===== config.mk =====
export PLATFORM = sky130hd
export DESIGN_NAME = column_profile_minima_finder
export DESIGN_NICKNAME = d
export VERILOG_FILES = /design/src/hw/rtl/cpmf_pkg.sv /design/src/hw/rtl/column_profile_minima_finder.sv /design/src/hw/rtl/cpmf_out_fifo.sv
export SDC_FILE = /design/constraint.sdc
export NUM_CORES = 1
export LEC_CHECK = 0
export BUFFER_PORTS_ARGS = -buffer_cell sky130_fd_sc_hd__buf_2
export CAP_MARGIN = 20
export CORE_MARGIN = 2
export CORE_UTILIZATION = 40
export CTS_CLUSTER_SIZE = 24
export DETAILED_ROUTE_END_ITERATION = 16
export SYNTH_ARGS = -nofsm -noshare
export SYNTH_HDL_FRONTEND = slang
export SYNTH_SLANG_ARGS = --single-unit

===== constraint.sdc =====
create_clock -name clk -period 11.58 [get_ports clk]
set_clock_uncertainty 0.05 [all_clocks]
set_input_delay 0.579 -clock clk [delete_from_list [all_inputs] [get_ports clk]]
set_output_delay 0.579 -clock clk [all_outputs]
set_load 0.005 [all_outputs]

===== src/hw/rtl/cpmf_pkg.sv =====
package cpmf_pkg;

	localparam int unsigned COUNT_W = 11;
	localparam int unsigned COL_W = 12;
	localparam int unsigned DIFF_W = 14;
	localparam int unsigned GRAY_W = 8;
	localparam int unsigned WIN_LEN = 7;
	localparam int unsigned FIRST_EVAL_COL = 7;

	localparam logic [COUNT_W-1:0] COUNT_MAX = '1;
	localparam logic [COL_W-1:0] COLUMN_MAX = '1;

	// APB register map
	localparam int unsigned ADDR_W = 3;
	localparam int unsigned DATA_W = 32;
	localparam logic [ADDR_W-3:0] REG_ON_VALUE = '0;

	// Result kinds
	localparam logic KIND_MINIMUM = 1'b0;
	localparam logic KIND_END = 1'b1;

	// Output queue
	localparam int unsigned QDEPTH = 4;
	localparam int unsigned QPTR_W = $clog2(QDEPTH);
	localparam int unsigned QCNT_W = $clog2(QDEPTH + 1);

	typedef struct packed {
		logic kind;
		logic [COL_W-1:0] index;
	} result_t;

	typedef struct packed {
		logic [1:0] n;
		result_t item0;
		result_t item1;
	} push_t;

	typedef struct packed {
		logic room2;
		logic [QCNT_W-1:0] count;
	} qstatus_t;

endpackage


===== src/hw/rtl/column_profile_minima_finder.sv =====
// Column profile minima finder. Gray pixels enter one item per cycle in column-major order
// (top to bottom, then left to right); each pixel equal to the on_value register adds one
// to the count of its column, saturating at 2047. When column c (c >= 7) completes, column
// c-3 is judged from a weighted difference of the eight counts around it, and a local
// minimum is reported as a result item of kind 0 with its column index; the final pixel of
// an image also yields an end marker of kind 1 and clears all column state. An input item
// is taken into an input register and processed there when the queue has room, so the block
// sustains one pixel per cycle; it holds in_ready low only when its four-entry output queue
// has fewer than two free places, which can happen only when the consumer stalls.
module column_profile_minima_finder (
	input logic clk,
	input logic arst_n,
	// APB configuration port
	input logic psel,
	input logic penable,
	input logic pwrite,
	input logic [cpmf_pkg::ADDR_W-1:0] paddr,
	input logic [cpmf_pkg::DATA_W-1:0] pwdata,
	output logic [cpmf_pkg::DATA_W-1:0] prdata,
	output logic pready,
	// Pixel input channel
	input logic in_valid,
	output logic in_ready,
	input logic [cpmf_pkg::GRAY_W-1:0] pixel_gray,
	input logic last_in_column,
	input logic last_in_image,
	// Result output channel
	output logic out_valid,
	input logic out_ready,
	output logic result_kind,
	output logic [cpmf_pkg::COL_W-1:0] column_index
);

	// Configuration register. The user must write it only while the block is idle; the block does not enforce this.
	logic [cpmf_pkg::GRAY_W-1:0] on_value_q;
	logic reg_sel;

	assign pready = 1'b1;
	assign reg_sel = (paddr[cpmf_pkg::ADDR_W-1:2] == cpmf_pkg::REG_ON_VALUE);

	always_ff @(posedge clk or negedge arst_n) begin
		if (!arst_n) begin
			on_value_q <= '0;
		end else if (psel && penable && pwrite && pready && reg_sel) begin
			on_value_q <= pwdata[cpmf_pkg::GRAY_W-1:0];
		end
	end

	always_comb begin
		prdata = '0;
		if (reg_sel) begin
			prdata[cpmf_pkg::GRAY_W-1:0] = on_value_q;
		end
	end

	// Input register stage.
	logic valid_s1;
	logic [cpmf_pkg::GRAY_W-1:0] gray_s1;
	logic col_end_s1;
	logic img_end_s1;
	logic go_s1;
	cpmf_pkg::qstatus_t qstatus;

	// The stage moves on whenever the output queue can absorb the two results an item may cause.
	assign go_s1 = valid_s1 && qstatus.room2;
	assign in_ready = !valid_s1 || qstatus.room2;

	always_ff @(posedge clk or negedge arst_n) begin
		if (!arst_n) begin
			valid_s1 <= 1'b0;
		end else if (in_ready) begin
			valid_s1 <= in_valid;
		end
	end

	always_ff @(posedge clk) begin
		if (in_ready && in_valid) begin
			gray_s1 <= pixel_gray;
			col_end_s1 <= last_in_column;
			img_end_s1 <= last_in_image;
		end
	end

	// Column state.
	logic [cpmf_pkg::COUNT_W-1:0] col_count_q;
	logic [cpmf_pkg::COUNT_W-1:0] win_q [cpmf_pkg::WIN_LEN];
	logic signed [cpmf_pkg::DIFF_W-1:0] prev_diff_q;
	logic seen_descent_q;
	logic [cpmf_pkg::COL_W-1:0] cur_col_q;

	logic [cpmf_pkg::COUNT_W-1:0] newest;
	logic col_done;
	logic do_eval;
	logic [cpmf_pkg::DIFF_W-1:0] left_sum;
	logic [cpmf_pkg::DIFF_W-1:0] right_sum;
	logic signed [cpmf_pkg::DIFF_W:0] diff_full;
	logic signed [cpmf_pkg::DIFF_W-1:0] diff;
	logic signed [cpmf_pkg::DIFF_W:0] neg_diff;
	logic [cpmf_pkg::COL_W-1:0] eval_col;
	logic found;
	logic [cpmf_pkg::COL_W-1:0] found_col;
	cpmf_pkg::push_t push;

	// The count of the current column including this pixel.
	assign newest = ((gray_s1 == on_value_q) && (col_count_q != cpmf_pkg::COUNT_MAX)) ?
		col_count_q + 1'b1 : col_count_q;

	// An image end also closes the column it falls in.
	assign col_done = col_end_s1 || img_end_s1;
	assign do_eval = col_done && (cur_col_q >= cpmf_pkg::COL_W'(cpmf_pkg::FIRST_EVAL_COL));

	// Weighted difference: the four older counts, the one just left of the candidate doubled,
	// minus the candidate doubled and the three newer counts. Each side is at most five times
	// 2047, so both fit in the difference width unsigned and their difference in one bit more.
	assign left_sum = cpmf_pkg::DIFF_W'(win_q[0]) + cpmf_pkg::DIFF_W'(win_q[1])
		+ cpmf_pkg::DIFF_W'(win_q[2]) + cpmf_pkg::DIFF_W'({win_q[3], 1'b0});
	assign right_sum = cpmf_pkg::DIFF_W'({win_q[4], 1'b0}) + cpmf_pkg::DIFF_W'(win_q[5])
		+ cpmf_pkg::DIFF_W'(win_q[6]) + cpmf_pkg::DIFF_W'(newest);
	assign diff_full = $signed({1'b0, left_sum}) - $signed({1'b0, right_sum});

	// Clamp into the stored difference range.
	always_comb begin
		if (diff_full > $signed((cpmf_pkg::DIFF_W+1)'(2 ** (cpmf_pkg::DIFF_W - 1) - 1))) begin
			diff = {1'b0, {(cpmf_pkg::DIFF_W-1){1'b1}}};
		end else if (diff_full < -$signed((cpmf_pkg::DIFF_W+1)'(2 ** (cpmf_pkg::DIFF_W - 1)))) begin
			diff = {1'b1, {(cpmf_pkg::DIFF_W-1){1'b0}}};
		end else begin
			diff = diff_full[cpmf_pkg::DIFF_W-1:0];
		end
	end

	assign neg_diff = -$signed({diff[cpmf_pkg::DIFF_W-1], diff});
	assign eval_col = cur_col_q - cpmf_pkg::COL_W'(3);

	// A flat step after a descent marks the candidate itself; a turn from a positive difference to
	// a negative one picks whichever neighbour sits nearer to the zero crossing.
	always_comb begin
		found = 1'b0;
		found_col = eval_col;
		if (do_eval) begin
			if ((diff == '0) && seen_descent_q) begin
				found = 1'b1;
			end else if ((prev_diff_q > 0) && (diff < 0)) begin
				found = 1'b1;
				if ($signed({prev_diff_q[cpmf_pkg::DIFF_W-1], prev_diff_q}) < neg_diff) begin
					found_col = eval_col - 1'b1;
				end
			end
		end
	end

	// Results go to the queue minimum first, end marker second.
	always_comb begin
		push.n = 2'd0;
		push.item0.kind = cpmf_pkg::KIND_MINIMUM;
		push.item0.index = found_col;
		push.item1.kind = cpmf_pkg::KIND_END;
		push.item1.index = '0;
		if (go_s1) begin
			if (found && img_end_s1) begin
				push.n = 2'd2;
			end else if (found) begin
				push.n = 2'd1;
			end else if (img_end_s1) begin
				push.n = 2'd1;
				push.item0.kind = cpmf_pkg::KIND_END;
				push.item0.index = '0;
			end
		end
	end

	always_ff @(posedge clk or negedge arst_n) begin
		if (!arst_n) begin
			col_count_q <= '0;
			for (int k = 0; k < cpmf_pkg::WIN_LEN; k++) begin
				win_q[k] <= '0;
			end
			prev_diff_q <= '0;
			seen_descent_q <= 1'b0;
			cur_col_q <= '0;
		end else if (go_s1) begin
			if (img_end_s1) begin
				col_count_q <= '0;
				for (int k = 0; k < cpmf_pkg::WIN_LEN; k++) begin
					win_q[k] <= '0;
				end
				prev_diff_q <= '0;
				seen_descent_q <= 1'b0;
				cur_col_q <= '0;
			end else if (col_end_s1) begin
				col_count_q <= '0;
				for (int k = 0; k < cpmf_pkg::WIN_LEN - 1; k++) begin
					win_q[k] <= win_q[k+1];
				end
				win_q[cpmf_pkg::WIN_LEN-1] <= newest;
				if (cur_col_q != cpmf_pkg::COLUMN_MAX) begin
					cur_col_q <= cur_col_q + 1'b1;
				end
				if (do_eval) begin
					prev_diff_q <= diff;
					if (diff < 0) begin
						seen_descent_q <= 1'b1;
					end
				end
			end else begin
				col_count_q <= newest;
			end
		end
	end

	// Output queue.
	cpmf_pkg::result_t head;

	cpmf_out_fifo u_out_fifo (
		.clk(clk),
		.arst_n(arst_n),
		.push(push),
		.status(qstatus),
		.out_valid(out_valid),
		.out_ready(out_ready),
		.head(head)
	);

	assign result_kind = head.kind;
	assign column_index = head.index;

`ifndef SYNTHESIS
	// The queue never holds more items than it has places.
	a_queue_bound: assert property (@(posedge clk) disable iff (!arst_n)
		qstatus.count <= cpmf_pkg::QCNT_W'(cpmf_pkg::QDEPTH))
		else $error("output queue overflow");

	// A processed image end leaves the column state cleared.
	a_image_clear: assert property (@(posedge clk) disable iff (!arst_n)
		go_s1 && img_end_s1 |=> (cur_col_q == '0) && (col_count_q == '0) && !seen_descent_q)
		else $error("column state not cleared after image end");

	// When two results are pushed the second is always the end marker.
	a_pair_order: assert property (@(posedge clk) disable iff (!arst_n)
		(push.n == 2'd2) |-> (push.item0.kind == cpmf_pkg::KIND_MINIMUM)
			&& (push.item1.kind == cpmf_pkg::KIND_END))
		else $error("result pair out of order");
`endif

endmodule


===== src/hw/rtl/cpmf_out_fifo.sv =====
module cpmf_out_fifo (
	input logic clk,
	input logic arst_n,
	input cpmf_pkg::push_t push,
	output cpmf_pkg::qstatus_t status,
	output logic out_valid,
	input logic out_ready,
	output cpmf_pkg::result_t head
);

	cpmf_pkg::result_t mem_q [cpmf_pkg::QDEPTH];
	logic [cpmf_pkg::QPTR_W-1:0] wr_ptr_q;
	logic [cpmf_pkg::QPTR_W-1:0] rd_ptr_q;
	logic [cpmf_pkg::QCNT_W-1:0] count_q;
	logic pop;
	logic [cpmf_pkg::QPTR_W-1:0] wr_ptr_next1;

	assign pop = out_valid && out_ready;
	assign out_valid = (count_q != '0);
	assign head = mem_q[rd_ptr_q];
	assign wr_ptr_next1 = wr_ptr_q + 1'b1;
	assign status.count = count_q;
	assign status.room2 = (count_q <= cpmf_pkg::QCNT_W'(cpmf_pkg::QDEPTH - 2));

	always_ff @(posedge clk) begin
		if (push.n != 2'd0) begin
			mem_q[wr_ptr_q] <= push.item0;
		end
		if (push.n == 2'd2) begin
			mem_q[wr_ptr_next1] <= push.item1;
		end
	end

	always_ff @(posedge clk or negedge arst_n) begin
		if (!arst_n) begin
			wr_ptr_q <= '0;
			rd_ptr_q <= '0;
			count_q <= '0;
		end else begin
			wr_ptr_q <= wr_ptr_q + cpmf_pkg::QPTR_W'(push.n);
			if (pop) begin
				rd_ptr_q <= rd_ptr_q + 1'b1;
			end
			count_q <= count_q + cpmf_pkg::QCNT_W'(push.n) - cpmf_pkg::QCNT_W'(pop);
		end
	end

endmodule


# --- Word level (Yosys, flattened, before mapping) ---
# Memory sizes are Yosys's and may differ from the RTL's.
# Cells that the tools add are included.
op_classes:
  n_addsub: 17
  n_lt_le_gt_ge: 7
  n_eq_ne: 4
  muxes: 35
  bitwise_logic: 1
  reduce_logical: 25
ops:
  columns: ["operator", "n"]
  rows:
  - ["$mux W77", 2]
  - ["$mux W12", 7]
  - ["$mux W14", 6]
  - ["$mux W11", 3]
  - ["$add A12 B11 Y13", 2]
  - ["$mux W13", 2]
  - ["$gt A15 B14 Y1 const B", 1]
  - ["$lt A14 B15 Y1", 1]
  - ["$lt A15 B14 Y1 const B", 1]
  - ["$mux W15", 1]
  - ["$neg A14 Y15", 1]
  - ["$sub A14 B14 Y15", 1]
  - ["$add A13 B11 Y14", 1]
  - ["$add A13 B12 Y14", 1]
  - ["$add A14 B11 Y14", 1]
  - ["$gt A14 B1 Y1 const B", 1]
  - ["$logic_not A14 Y1", 1]
  - ["$lt A14 B1 Y1 const B", 1]
  - ["$add A11 B11 Y12", 1]
  - ["$add A12 B1 Y12 const B", 1]
  - ["$ge A12 B3 Y1 const B", 1]
  - ["$mux W1", 12]
  - ["$ne A12 B12 Y1 const B", 1]
  - ["$sub A12 B1 Y12 const B", 1]
  - ["other kinds (21)", 38]
word_totals:
  register_bits: 141
  ramBits: 52
  inputBits: 52
  mem_count: 1
mem_list:
  columns: ["name", "words", "word_bits", "rd", "rd_ports_with_merged_regs", "write_ports", "line", "text"]
  rows:
  - ["u_out_fifo.mem_q", 4, 13, 1, 0, 2, "cpmf_out_fifo.sv:11", "cpmf_pkg::result_t mem_q [cpmf_pkg::QDEPTH];"]

# --- Depth between registers and ports, before layout ---
# Gate-level depths: netlist (run 1).
logic_depth:
  depth_word: 21
  ltp_mapped: 40
  depth_no_buf: 35

# --- Hierarchy ---
# A second synthesis (run 1) with hierarchy kept.
unflattened:
  cells_unflattened: 1194
  area_unflattened_um2: 12768.5
modules_own_cells:
  columns: ["mod", "instances", "cells_per_inst", "area_each_um2", "seq_area_each_um2"]
  rows:
  - ["column_profile_minima_finder", 1, 1024, 9703.1, 3403.3]
  - ["cpmf_out_fifo", 1, 170, 3065.4, 1736.7]

# --- Worst setup path before layout (run 1) ---
# Ideal clock, no wire load.
synth_path:
  path_kind: "register to register"
  start: "register col_count_q[0] in the netlist's numbering"
  end: "memory u_out_fifo.mem_q[0][4] in the netlist's numbering"
  setup_time_ps: 126
  t_arrival_ps: 9532
  required_time_ps: 11404
  setup_slack_ps: 1872
  path_stages_with_launch: 39
  path_buffers: 5
  path_cell_list: "dfrtp_1 ha_1 nand3_1 nor3_1 a311oi_2 nand4_1 nor2_1 and3_1 xor2_1 fa_1 fa_1 fa_1 fa_1 inv_1 ha_1 buf_2 a21o_1 a21oi_1 (+3 left out) or2_2 clkbuf_1 o21ai_0 ha_1 clkbuf_1 o21ai_0 o311ai_0 o211ai_1 ha_1 a21o_1 a221o_1 a221oi_2 o221ai_2 or3_1 buf_4 o31a_1 a211oi_2 o21ai_0"
synth_lines:
  columns: ["element", "line", "text"]
  rows:
  - ["start, declared", "column_profile_minima_finder.sv:85", "logic [cpmf_pkg::COUNT_W-1:0] col_count_q;"]
  - ["start signal, assigned", "column_profile_minima_finder.sv:206", "col_count_q <= newest;"]
  - ["end, declared", "cpmf_out_fifo.sv:11", null]

==> reports/qor.yml, run 1 <==
status: "completed"
switching_share: 0.4044
total_power_mw: 2.534
end_kind: "register"
dr.pass1.iters: 8
grt_use_met1: 0.2371
crit_slowest_cell: "fa_1"
antenna_found_initial: 0
start_util: 0.4071
place_ws_ns: 0.9120
area_growth_pct: 8.762
cpMostUsedCell: "fa_1"
ir_drop_mv: 0.1106
seqPwrFrac: 0.354
gp_congestion: 0.8576
critPathMaxStageDelay_ns: 0.56
nets: 1415
required_ns: 11.92
layout.cells.most_common: "nand2_1"
hold_class: "primary input to async pin"
min_period_ns: 10.66
post_cts_resized: 0
drc: 0
p_leak_nw: 5.807
vias: 8666
switching_power_mw: 1.025
synth_area_leaders: "dfrtp_1 (27%), fa_1 (11%), dfxtp_1 (8.6%)"
seq_area_frac_synth: 0.3828
fin_tns_setup_ns: 0
cts_hold_buf: 0
dp.cells: 1625
slew_headroom: 0.3059
async_reset_ff_frac: 0.6788
use_met3: 0.02635
fp.dieArea_mm2: 0.03157
yosys_warnings: 0
wire_per_inst_um: 15.78
yosys_register_bits: 193
cts.sinks: 193
cts_htree_levels: 4
wirelength_um: 26140
final_cell_mix: "nand2_1 (172), dfrtp_1 (131), inv_1 (108)"
grt_max_degree: 101
ios: 100
root_buffer: "clkbuf_16"
cp_max_fo: 11
ant_nets: 0
synth_area_mm2: 0.01207
start_kind: "register"
dp_hpwl_um: 18390
rows: 63
grt.total_usage: 0.1742
max_slew.worst_pin.slew_ns: 1.041
clk_pin_slew_ns: 0.08
num_antenna_cells: 0
synth.avg_cell_area_um2: 9.755
clk_path_buf_depth: 2
clock_power_share: 0.241
synth_ff_type: "dfrtp_1"
worstSetupPathType: "register to register"
finalHoldViolations: 0
grt_overflow: 0
instances_no_fill: 1657
grt_pass1_vias: 8588
rsz0062_at_grt: "no"
slew_viol_final: 0
busiest_layer: "met2"
worstPathArrival_ns: 11.00
numCtsBuffers: 17
clk_latency_ns: 0.45
fin_crit_sh: 0.9209
use_met2: 0.2868
power.internal_mw: 1.509
drtIter0Drc: 516
fin_ws_ns: 0.9165
synth_edf_count: 10
max-cap-violations: 0
r2r-start: "col_count_q[0]"
r2r_slack_ns: 0.92
max_freq_mhz: 93.78
r2r_end: "u_out_fifo.mem_q[3][2]"
post-cts-setup-buffers: 0
p_per_area_mw_per_mm2: 193.1
rr_worst_depth: 34
syn_inst: 1237
die_w_um: 177.7
setup_viol: 0
via_per_inst: 5.230
synth_cell_types: 80
p_comb_frac: 0.406
port_buffers: 48
cts_tree: "done"
coreArea_mm2: 0.02964
die_h_um: 177.7
fillers: 2886
synth.top_cell.area_share: 0.2717
drive_gt1_frac: 0.1073
grt_pass1_wl_um: 43910
yosys.area.top_type: "dfrtp_1"
==> sequential cells by signal, indices dropped and copies added, names as in the netlist <==
register	cells
on_value_q	8
u_out_fifo.mem_q	52
gray_s1	8
u_out_fifo.count_q	3
seen_descent_q	1
u_out_fifo.wr_ptr_q	2
u_out_fifo.rd_ptr_q	2
col_end_s1	1
col_count_q	11
win_q	77
img_end_s1	1
valid_s1	1
cur_col_q	12
prev_diff_q	14
==> layout make-up <==
cell class | instances | area, µm² | share of cell area
Clock buffer | 17 | 425.4 | 0.03242
Clock inverter | 15 | 186.4 | 0.01421
Inverter | 108 | 405.4 | 0.03089
Multi-Input combinational cell | 878 | 6693 | 0.5100
Sequential cell | 193 | 4619 | 0.3520
Tap cell | 390 | 488.0 | 0.03718
Timing Repair Buffer | 56 | 306.5 | 0.02336
==> through the flow <==
step / instance area [µm²] / hold WS (ns) / utilization
after floorplan: 12150 / 0.2334 / -
after global placement: 12510 / 0.3795 / 0.4221
after detailed placement: 12510 / 0.3863 / 0.4221
after CTS: 13120 / 0.1729 / 0.4427
after global routing: 13120 / 0.1984 / 0.4428
final: 13120 / 0.1425 / 0.4428
==> layer usage <==
| metal | part of all wire | vias up |
|---|---|---|
| met3 | 0.025 | 28 |
| met1 | 0.48 | 4252 |
| met2 | 0.48 | 127 |
| met4 | 0.018 | 0 |
| li1 | - | 4259 |
| met5 | 0 | - |
==> power by group through the flow <==
| stage | clock network, mW | registers (mW) | logic (mW) |
|---|---|---|---|
| 6_report | 0.610 | 0.897 | 1.03 |
| 5_1_grt | 0.651 | 0.917 | 1.15 |
| 4_1_cts | 0.621 | 0.898 | 1.04 |
| 3_5_place_dp | 0 | 0.912 | 1.03 |
| 3_3_place_gp | 0 | 0.908 | 1.02 |
| 2_1_floorplan | 0 | 0.857 | 0.818 |
==> worst max-delay path, delay by kind of cell, from the launching register on <==
family	cells	cell delay (ns)
muxes	1	0.22
AOI/OAI and AO/OA	13	3.35
DFF	1	0.46
xor gates and xnor gates	2	0.69
buffers and inverters	2	0.25
and+or+nand+nor	8	2.13
adders and majority gates	8	3.43
==> cell families after synthesis <==
| family | share of synthesized area |
|---|---|
| AOI/OAI and AO/OA | 0.1477 |
| xor gates and xnor gates | 0.04863 |
| adders and majority gates | 0.1551 |
| buffers and inverters | 0.07113 |
| DFF | 0.3828 |
| muxes | 0.03681 |
| other | 0.0006224 |
| and+or+nand+nor | 0.1572 |
==> how the worst max path moves through the flow <==
stage,from,slack [ns],cells after the start,to
global route,col_count_q[0],0.11,34,u_out_fifo.mem_q[3][2]
global placement,col_count_q[0],0.95,34,u_out_fifo.mem_q[3][2]
finish,col_count_q[0],0.92,34,u_out_fifo.mem_q[3][2]
floorplan,col_count_q[0],1.87,38,u_out_fifo.mem_q[0][4]
CTS,col_count_q[0],0.83,34,u_out_fifo.mem_q[3][2]
detailed placement,col_count_q[0],0.91,34,u_out_fifo.mem_q[3][2]
==> cell usage after synthesis, types with 28 or more instances <==
library cell	instances
inv_1	108
fa_1	65
dfxtp_1	52
nand3b_1	32
xor2_1	31
a21oi_1	34
o31ai_1	41
ha_1	44
o21ai_0	90
xnor2_1	36
nand2_1	173
buf_4	28
nor2_1	51
dfrtp_1	131
a22o_1	30
clkbuf_1	35
Power figures use the tool's default switching activity.
==> run 2, diff against run 1 <==
--- a/config.mk
+++ b/config.mk
@@ -7,6 +7,7 @@
 export LEC_CHECK = 0
 export BUFFER_PORTS_ARGS = -buffer_cell sky130_fd_sc_hd__buf_2
 export CAP_MARGIN = 20
+export CORE_ASPECT_RATIO = 1.1
 export CORE_MARGIN = 2
 export CORE_UTILIZATION = 40
 export CTS_CLUSTER_SIZE = 24
==> reports/qor.yml, run 2 (synthesized netlist as in run 1, its figures left out) <==
status: "completed"
fin_crit_sh: 0.9343  # +0.01344
ant_nets: 0  # unchanged
instances_no_fill: 1643  # -0.84%
multi_input_area_mm2: 0.006690  # about the same
vias: 8606  # -0.69%
largestRegisters: "win_q: 77 flops, u_out_fifo.mem_q: 52 flops, prev_diff_q: 14 flops"
worstSetupEndpoint: "u_out_fifo.mem_q[1][3]"
dp_hpwl_um: 18520  # +0.69%
post-cts-setup-buffers: 0  # unchanged
cts.sinks: 193  # unchanged
grt.total_usage: 0.1711  # -0.003177
max_freq_mhz: 92.43  # -1.4%
dpl_cell_area_mm2: 0.01250  # about the same
fp.dieArea_mm2: 0.03157  # about the same
rows: 66  # +4.8%
seq_area_mm2: 0.004619  # unchanged
cp.depth: 34  # unchanged
path_buf_inv: 2  # unchanged
wirelength_um: 25760  # -1.5%
drive_gt1_frac: 0.1080  # +0.0006188
dr.pass1.iters: 5  # -3
setup.worst_path.start: "col_count_q[0]"
fillers: 2840  # -1.6%
fin_hold_ws_ns: 0.07828  # -0.06422 ns
crit_slowest_cell: "fa_1"
p_per_area_mw_per_mm2: 193.9  # +0.40%
grt_pass1_vias: 8448  # -1.6%
rr_worst_depth: 34  # unchanged
largest_reg_flops: 77  # unchanged
slew_viol_final: 0  # unchanged
start_util: 0.4070  # about the same
cts_htree_levels: 4  # unchanged
grt_max_degree: 102  # +0.99%
cts_tree: "done"
post_cts_resized: 0  # unchanged
worstPathArrival_ns: 11.10  # +0.10 ns
max-cap-violations: 0  # unchanged
grt_overflow: 0  # unchanged
via_per_inst: 5.238  # +0.15%
ios: 100  # unchanged
r2r_end: "u_out_fifo.mem_q[1][3]"
end_kind: "register"
start_kind: "register"
r2r-start: "col_count_q[0]"
port_buffers: 48  # unchanged
coreArea_mm2: 0.02965  # about the same
numCtsBuffers: 17  # unchanged
area_growth_pct: 8.772  # about the same
clk_pin_slew_ns: 0.09  # about the same
layout.cells.most_common: "nand2_1"
largest_register: "win_q"
critPathMaxStageDelay_ns: 0.56  # about the same
slew_headroom: 0.3197  # +0.01379
die_h_um: 186.2  # +4.8%
p_leak_nw: 5.824  # +0.28%
rsz0062_at_grt: "no"
clk_latency_ns: 0.46  # about the same
setup_viol: 0  # unchanged
cp_max_fo: 11  # unchanged
antenna_found_initial: 0  # unchanged
worstSetupPathType: "register to register"
num_antenna_cells: 0  # unchanged
die_w_um: 169.6  # -4.6%
final_area_mm2: 0.01313  # about the same
fin_tns_setup_ns: 0  # unchanged
root_buffer: "clkbuf_16"
grt_pass1_wl_um: 42940  # -2.2%
final_cell_mix: "nand2_1 (172), dfrtp_1 (131), inv_1 (108)"
max_slew.worst_pin.slew_ns: 1.020  # -0.02068 ns
nets: 1417  # +0.14%
gp_congestion: 0.8009  # -6.6%
crit_family: "adder cells"
drtIter0Drc: 566  # +9.7%
dp.cells: 1611  # -0.86%
ir_drop_mv: 0.09666  # -13%
wire_per_inst_um: 15.68  # -0.63%
r2r_slack_ns: 0.76  # -0.16 ns
min_period_ns: 10.82  # +0.1556 ns
drc: 0  # unchanged
required_ns: 11.86  # -0.06 ns
finalHoldViolations: 0  # unchanged
cts_hold_buf: 0  # unchanged
hold_class: "primary input to async pin"
clk_path_buf_depth: 2  # unchanged
==> run 2: power breakdown <==
group	internal [mW]	switching, mW
clock	0.301	0.321
sequential	0.797	0.103
combinational	0.418	0.604
total	1.52	1.03
==> run 2: per-layer routing <==
layer	wire length (µm)	vias up	GRT usage
met5	0	-	0
met4	283	0	0.03966
met3	627	18	0.02666
met2	12860	122	0.2998
met1	11990	4211	0.2241
li1	-	4255	-
==> run 2: worst min-delay path by stage <==
stage	start	end	slack, ns
3_5_place_dp	u_out_fifo.mem_q[3][12]	u_out_fifo.mem_q[3][12]	0.39
5_1_grt	arst_n	win_q[39]	0.18
4_1_cts	arst_n	win_q[39]	0.15
2_1_floorplan	arst_n	col_count_q[0]	0.23
6_report	arst_n	win_q[50]	0.08
3_3_place_gp	u_out_fifo.mem_q[3][1]	u_out_fifo.mem_q[3][1]	0.38
==> run 2: layout make-up <==
class / instances / area share
Clock buffer: 17 / 0.03241
Clock inverter: 15 / 0.01487
Inverter: 108 / 0.03089
Multi-Input combinational cell: 878 / 0.5097
Sequential cell: 193 / 0.3520
Tap cell: 374 / 0.03565
Timing Repair Buffer: 58 / 0.02450
==> run 2: through the flow <==
stage | power (mW) | utilization | worst slack (ns)
after floorplan | 1.675 | - | 1.872
after global placement | 1.927 | 0.4218 | 0.9661
after detailed placement | 1.946 | 0.4218 | 0.8360
after CTS | 2.574 | 0.4427 | 0.8214
after global routing | 2.728 | 0.4427 | 0.05682
final | 2.545 | 0.4427 | 0.7609
